--- src/hw/rtl/stft_pkg.sv ---
// Shared constants, types and functions for the STFT spectrogram block.
// No dependencies; used by controller, datapath and top level.
`default_nettype none
package stft_pkg;
  localparam int MAX_FFT = 64;
  localparam int LOG_MAX = 6;
  localparam int SAMPLE_BITS = 16;

  localparam logic [1:0] REG_WINDOW_LENGTH = 2'd0;
  localparam logic [1:0] REG_OVERLAP_COUNT = 2'd1;
  localparam logic [1:0] REG_FFT_SIZE_LOG2 = 2'd2;

  localparam logic OP_LOAD_COEF = 1'b0;
  localparam logic OP_PUSH_SAMPLE = 1'b1;

  // Commands from controller to datapath
  typedef struct packed {
    logic       load_clr;   // clear work entry (zero pad)
    logic       load_en;    // windowed sample read issued
    logic       load_wr;    // write windowed sample into work
    logic [5:0] load_idx;
    logic [5:0] ring_addr;
    logic [5:0] win_addr;   // window coefficient, natural order
    logic       bf_rd;      // read butterfly operands
    logic       bf_mul;     // twiddle multiply stage
    logic       bf_wr;      // write butterfly results
    logic [5:0] bf_p;
    logic [5:0] bf_q;
    logic [4:0] bf_k;
    logic       out_rd;     // read bin for output
    logic [5:0] out_idx;
  } stft_cmd_t;

  // Quarter-wave cosine table, Q1.15 with +1.0 as 32768
  function automatic logic [16:0] quarter_cos(input logic [4:0] k);
    logic [16:0] v;
    case (k)
      5'd0: v = 17'd32768;  5'd1: v = 17'd32610;  5'd2: v = 17'd32138;
      5'd3: v = 17'd31357;  5'd4: v = 17'd30274;  5'd5: v = 17'd28899;
      5'd6: v = 17'd27246;  5'd7: v = 17'd25330;  5'd8: v = 17'd23170;
      5'd9: v = 17'd20788;  5'd10: v = 17'd18205; 5'd11: v = 17'd15447;
      5'd12: v = 17'd12540; 5'd13: v = 17'd9512;  5'd14: v = 17'd6393;
      5'd15: v = 17'd3212;  default: v = 17'd0;
    endcase
    return v;
  endfunction

  function automatic logic signed [17:0] tw_cos(input logic [4:0] k);
    logic signed [17:0] v;
    if (k <= 5'd16) v = signed'({1'b0, quarter_cos(k)});
    else v = -signed'({1'b0, quarter_cos(5'(6'd32 - {1'b0, k}))});
    return v;
  endfunction

  function automatic logic signed [17:0] tw_sin(input logic [4:0] k);
    logic signed [17:0] v;
    if (k <= 5'd16) v = signed'({1'b0, quarter_cos(5'(5'd16 - k))});
    else v = signed'({1'b0, quarter_cos(5'(k - 5'd16))});
    return v;
  endfunction

  function automatic logic signed [23:0] sat24(input logic signed [47:0] v);
    logic signed [23:0] r;
    if (v > 48'sd8388607) r = 24'sh7FFFFF;
    else if (v < -48'sd8388608) r = 24'sh800000;
    else r = v[23:0];
    return r;
  endfunction

  // round half up of v / 2^15
  function automatic logic signed [47:0] rnd15(input logic signed [47:0] v);
    logic signed [47:0] t;
    t = v + 48'sd16384;
    return t >>> 15;
  endfunction
endpackage
`default_nettype wire

--- src/hw/rtl/stft_ctrl.sv ---
// Sequencer for the STFT block: windowing, FFT stages, bin output.
// Depends on stft_pkg.
`default_nettype none
module stft_ctrl
  import stft_pkg::*;
(
  input  wire logic        clk,
  input  wire logic        rst,
  input  wire logic        start,
  input  wire logic [6:0]  len,
  input  wire logic [2:0]  nlog,
  input  wire logic [5:0]  seg_base,
  input  wire logic        out_ready,
  output stft_cmd_t        cmd,
  output logic             busy,
  output logic             out_load,
  output logic             out_last,
  output logic [5:0]       out_bin
);
  localparam logic [2:0] ST_IDLE = 3'd0;
  localparam logic [2:0] ST_LOAD = 3'd1;
  localparam logic [2:0] ST_BF   = 3'd2;
  localparam logic [2:0] ST_OUT  = 3'd3;
  localparam logic [2:0] ST_OWAIT = 3'd4;
  localparam logic [2:0] ST_DRAIN = 3'd5;

  logic [2:0] state;
  logic [6:0] cnt;        // load index / output bin
  logic [2:0] stage;      // butterfly stage s, h = 2^s
  logic [4:0] bfly;       // butterfly within stage
  logic [1:0] phase;      // read, multiply, write

  logic [6:0] n_val;
  logic [5:0] h_val;
  logic [5:0] j_val;
  logic [5:0] grp;
  logic [5:0] p_idx;
  logic [5:0] rev;
  logic [5:0] half;

  assign n_val = 7'd1 << nlog;
  assign half  = n_val[6:1];
  assign h_val = 6'd1 << stage;
  assign j_val = {1'b0, bfly} & (h_val - 6'd1);
  assign grp   = ({1'b0, bfly} >> stage) << (stage + 3'd1);
  assign p_idx = grp | j_val;

  // bit reverse load index over nlog bits
  always_comb begin
    rev = '0;
    for (int b = 0; b < LOG_MAX; b++) begin
      if (3'(b) < nlog) rev[3'(nlog - 3'd1 - 3'(b))] = cnt[b];
    end
  end

  always_comb begin
    cmd = '0;
    cmd.load_idx  = rev;
    cmd.ring_addr = seg_base + cnt[5:0];
    cmd.win_addr  = cnt[5:0];
    cmd.load_en   = (state == ST_LOAD) && (cnt < len);
    cmd.load_clr  = (state == ST_LOAD) && !(cnt < len);
    cmd.bf_p  = p_idx;
    cmd.bf_q  = p_idx + h_val;
    cmd.bf_k  = 5'(j_val << (3'd5 - stage));
    cmd.bf_rd  = (state == ST_BF) && (phase == 2'd0);
    cmd.bf_mul = (state == ST_BF) && (phase == 2'd1);
    cmd.bf_wr  = (state == ST_BF) && (phase == 2'd2);
    cmd.out_rd  = (state == ST_OUT);
    cmd.out_idx = cnt[5:0];
    cmd.load_wr = (state == ST_DRAIN) || ((state == ST_LOAD) && cnt != 7'd0);
  end

  assign busy     = (state != ST_IDLE);
  assign out_load = (state == ST_OWAIT);
  assign out_last = (cnt[5:0] == half);
  assign out_bin  = cnt[5:0];

  // Main sequencer
  always_ff @(posedge clk) begin
    if (rst) begin
      state <= ST_IDLE;
      cnt <= '0;
      stage <= '0;
      bfly <= '0;
      phase <= '0;
    end else begin
      case (state)
        ST_IDLE: begin
          if (start) begin
            state <= ST_LOAD;
            cnt <= '0;
          end
        end
        ST_LOAD: begin
          // one entry per cycle; its windowed data is written to the work memory in the next cycle
          if (cnt == n_val - 7'd1) begin
            state <= ST_DRAIN;
          end
          cnt <= cnt + 7'd1;
        end
        ST_DRAIN: begin
          stage <= '0;
          bfly <= '0;
          phase <= '0;
          if (nlog == 3'd0) begin
            state <= ST_OUT;
            cnt <= '0;
          end else state <= ST_BF;
        end
        ST_BF: begin
          if (phase == 2'd2) begin
            phase <= '0;
            if ({1'b0, bfly} == half - 6'd1) begin
              bfly <= '0;
              if (stage == nlog - 3'd1) begin
                state <= ST_OUT;
                cnt <= '0;
              end else stage <= stage + 3'd1;
            end else bfly <= bfly + 5'd1;
          end else phase <= phase + 2'd1;
        end
        ST_OUT: state <= ST_OWAIT;
        ST_OWAIT: begin
          if (out_ready) begin
            if (cnt[5:0] == half) state <= ST_IDLE;
            else begin
              cnt <= cnt + 7'd1;
              state <= ST_OUT;
            end
          end
        end
        default: state <= ST_IDLE;
      endcase
    end
  end
endmodule
`default_nettype wire

--- config.mk ---
export PLATFORM = sky130hd
export DESIGN_NAME = stft_ctrl
export DESIGN_NICKNAME = d
export VERILOG_FILES = /design/src/hw/rtl/stft_pkg.sv /design/src/hw/rtl/stft_ctrl.sv
export SDC_FILE = /design/constraint.sdc
export NUM_CORES = 1
export LEC_CHECK = 0
export BUFFER_PORTS_ARGS = -buffer_cell sky130_fd_sc_hd__buf_2
export CELL_PAD_IN_SITES_DETAIL_PLACEMENT = 0
export CELL_PAD_IN_SITES_GLOBAL_PLACEMENT = 1
export CORE_UTILIZATION = 43
export DETAILED_ROUTE_END_ITERATION = 10
export PLACE_DENSITY = 0.95
export SYNTH_ARGS = -nofsm -noshare
export SYNTH_HDL_FRONTEND = slang
export SYNTH_SLANG_ARGS = --single-unit
export TNS_END_PERCENT = 1
--- constraint.sdc ---
create_clock -name clk -period 7 [get_ports clk]
set_input_delay 1.4 -clock clk [delete_from_list [all_inputs] [get_ports clk]]
set_output_delay 1.4 -clock clk [all_outputs]
set_load 0.01 [all_outputs]
==> results.md <==
- Syn Nets: 537
- Die area: 8200 sq um
- Cell taking the most area after synthesis: ha_1
- P_leak: 1.65 nW
- Asr flop ratio synth: 0
- Number of global-route vias before repair: 3050
- Power per cell area: 88.3 nW/um^2
- Final #Nets: 569
- Remaining antenna violation count: 0
- Clk network pwr share: 0.295
- GPL Wtd Cong: 0.893
- Count of input and output buffers: 76
- Data arrival, critical path: 4.19 ns
- Worst hold-check path type: flip-flop to flip-flop
- Post-synthesis sequential area ratio: 0.119
- Initial core utilization: 0.455
- Gr ovfl total: 0
- Power Internal: 209 uW
- First-pass GRT wire length: 14.7 mm
- Multi-input logic area: 2540 sq um
- Proportion of layout cells with a drive suffix above 1: 0.181
- Pre-CTS WS: 1.47 ns
- Rows: 31
- Unrepaired setup endpoints after global routing: no
- Clock skew: 0.00397 ns
- Post-Route WL: 8.45 mm
- Clock Tree Buf Depth: 2
- Sw Pwr: 113 uW
- All-Layer GR Usage: 0.210
- Max H-tree Level: 1
- Distinct cell type count after synthesis: 71
- Worst setup SP type: input pin
- Clk slew on worst S/H paths: 0.08 ns
- Sequential cell area: 400 sq um
- Yosys warns: 0
- 1st-iter DRT viols: 160
- Sequential Power Share: 0.365
- Max-slew violation count: 0
- Synthesized flop and latch total: 20
- Logic pwr share: 0.340
- Status: complete, no violations
- Initial antenna violation count: 0
- Avg WL per Cell: 13.8 um
- P&R area growth vs syn: 8.39%
- CP Class: input pin to output pin
- Worst path required time: 5.60 ns
- Worst slack on hold paths: 0.551 ns
- Clk sinks: 20
- Vias per inst: 5.62
- Post-Syn Instances: 482
- N_diodes: 0
- Final Core Density: 0.493
- Tmin final: 5.59 ns
- VDD IR-drop max: 0.0000551 V
- Avg Inst Size Synth: 7.00 sq um
- CTS Buf Count: 3
- First-pass DRT Iterations: 4
- Filler Cell Count: 770
- Die Ht: 90.6 um
- Detail Placement HPWL: 6.29 mm
- Routed vias: 3438
- Post-cts hold buffer count: 0
- Crit path capture type: output pin
- Largest net degree at the start of global routing: 40
- Synth top area share: 0.122
- Synth area leaders: ha_1, dfxtp_1, xnor2_1, a21oi_1, o21ai_0
- Horiz. Die Dim: 90.6 um
- Main synth FF type: dfxtp_1
- Relative slew slack: 0.544
- # DRC: 0
- Root buf cell: clkbuf_8
- Part of the cycle the worst path needs: 0.798
- Number of setup buffers added after CTS: 0
- Post-CTS Resized: 0
- Fin. Hold Viols: 0
- Final Worst Setup Slack: 1.41 ns
- Netlist area before placement: 3370 sq um
- Critical path fanouts, max: 17
- Post-synth EDFFs: 0
- Clk_lat worst skew: 0.27 ns
- CTS tree: done
- I/O pin count: 77
- Total power: 323 uW
- Final Setup Violations: 0
- Least-Margin Pin Slew: 0.683 ns
- Post-route setup TNS: 0 ns
- Sw Share: 0.351
- Max_cap viols: 0
- Fmax: 0.179 GHz
- Core area: 7410 sq um
-- worst paths after layout --
check	endpoint	slack [ns]	depth (start not counted)	from
max	cmd[41]	1.41	11	nlog[1]
min	phase[0]$_SDFFE_PP0P_	0.55	2	phase[0]$_SDFFE_PP0P_
max reg2reg	cnt[4]$_SDFFE_PP0P_	4.37	7	cnt[4]$_SDFFE_PP0P_
min reg2reg	phase[0]$_SDFFE_PP0P_	0.55	2	phase[0]$_SDFFE_PP0P_
-- synth_stat cells (3+ instances only) --
master / count
or4_1: 4
xnor2_1: 25
nor3_1: 10
nand3_1: 13
buf_1: 3
a22oi_1: 5
and2_1: 4
o21ai_0: 32
clkbuf_1: 22
nand2_1: 40
nand3b_1: 4
buf_4: 20
o21a_1: 3
nand4_1: 5
a21o_1: 6
xor2_1: 9
nand2b_1: 10
dfxtp_1: 20
o21bai_1: 4
or3_1: 7
o22ai_1: 5
inv_1: 37
nor2b_1: 7
a21oi_1: 43
ha_1: 33
mux2i_1: 5
nor2_1: 39
a31oi_1: 4
-- per-layer routing --
metal | vias up | track usage | wire (um)
met5 | - | 0 | 0
met4 | 0 | 0.0457 | 61
met3 | 7 | 0.0311 | 515
met2 | 102 | 0.327 | 3710
met1 | 1594 | 0.302 | 4160
li1 | 1735 | - | -
-- logic make-up after synthesis --
kind of cell,Yosys count,synth area share
buffers and inverters,89,0.127
flip-flops,20,0.119
AO/OA/AOI/OAI,134,0.256
AND/OR/NAND/NOR,162,0.247
multiplexers,7,0.0215
adder cells (fa/ha/maj),35,0.134
XOR/XNOR,35,0.0950
-- cells in the final DEF (no fill, tap or decap), types with 3 or more instances in the layout --
cell / netlist / routed
buf_2: 2 / 76
a21oi_1: 43 / 43
nand2_1: 40 / 40
nor2_1: 39 / 39
inv_1: 37 / 37
ha_1: 33 / 33
o21ai_0: 32 / 32
xnor2_1: 25 / 25
dfxtp_1: 20 / 20
nand3_1: 13 / 13
nand2b_1: 10 / 10
nor3_1: 10 / 10
xor2_1: 9 / 9
nor2b_1: 7 / 7
or3_1: 7 / 7
a21o_1: 6 / 6
mux2i_1: 5 / 5
o22ai_1: 5 / 5
a22oi_1: 5 / 5
nand4_1: 5 / 5
and2_1: 4 / 4
nand3b_1: 4 / 4
o21bai_1: 4 / 4
a31oi_1: 4 / 4
or4_1: 4 / 4
clkbuf_8: 0 / 4
o21a_1: 3 / 3
-- state kept, by name (all words and copies together) (netlist names) --
signal	count
stage	3
state	3
cnt	7
bfly	5
phase	2
-- cell type report --
class,instances,area share
repair buffers,76,0.104
multi-input cells,373,0.696
clock buffers,4,0.0151
flip-flops and latches,20,0.110
well taps,99,0.0339
inverters,40,0.0411
-- worst max-delay path, cell delays in order --
cell,delay (ns)
buf_2,0.25
clkinv_1,0.34
ha_1,0.50
xnor3_1,0.52
nand2_1,0.11
or3_1,0.41
a22o_1,0.21
a21oi_1,0.14
nor2_1,0.05
nor2_1,0.11
buf_2,0.13
-- per-stage QoR --
stage / std cells / instance area [sq um]
2_1_floorplan: 482 / 3370
3_3_place_gp: 608 / 3600
3_5_place_dp: 608 / 3600
4_1_cts: 612 / 3650
5_1_grt: 612 / 3650
6_report: 612 / 3650
-- power by group through the flow --
stage          registers [mW]  clock network [mW]  logic, mW
2_1_floorplan           0.118                   0     0.0855
3_3_place_gp            0.120                   0      0.107
3_5_place_dp            0.121                   0      0.108
4_1_cts                 0.118              0.0954      0.109
5_1_grt                 0.118               0.101      0.124
6_report                0.118              0.0952      0.110
(Power assumes the default switching activity.)
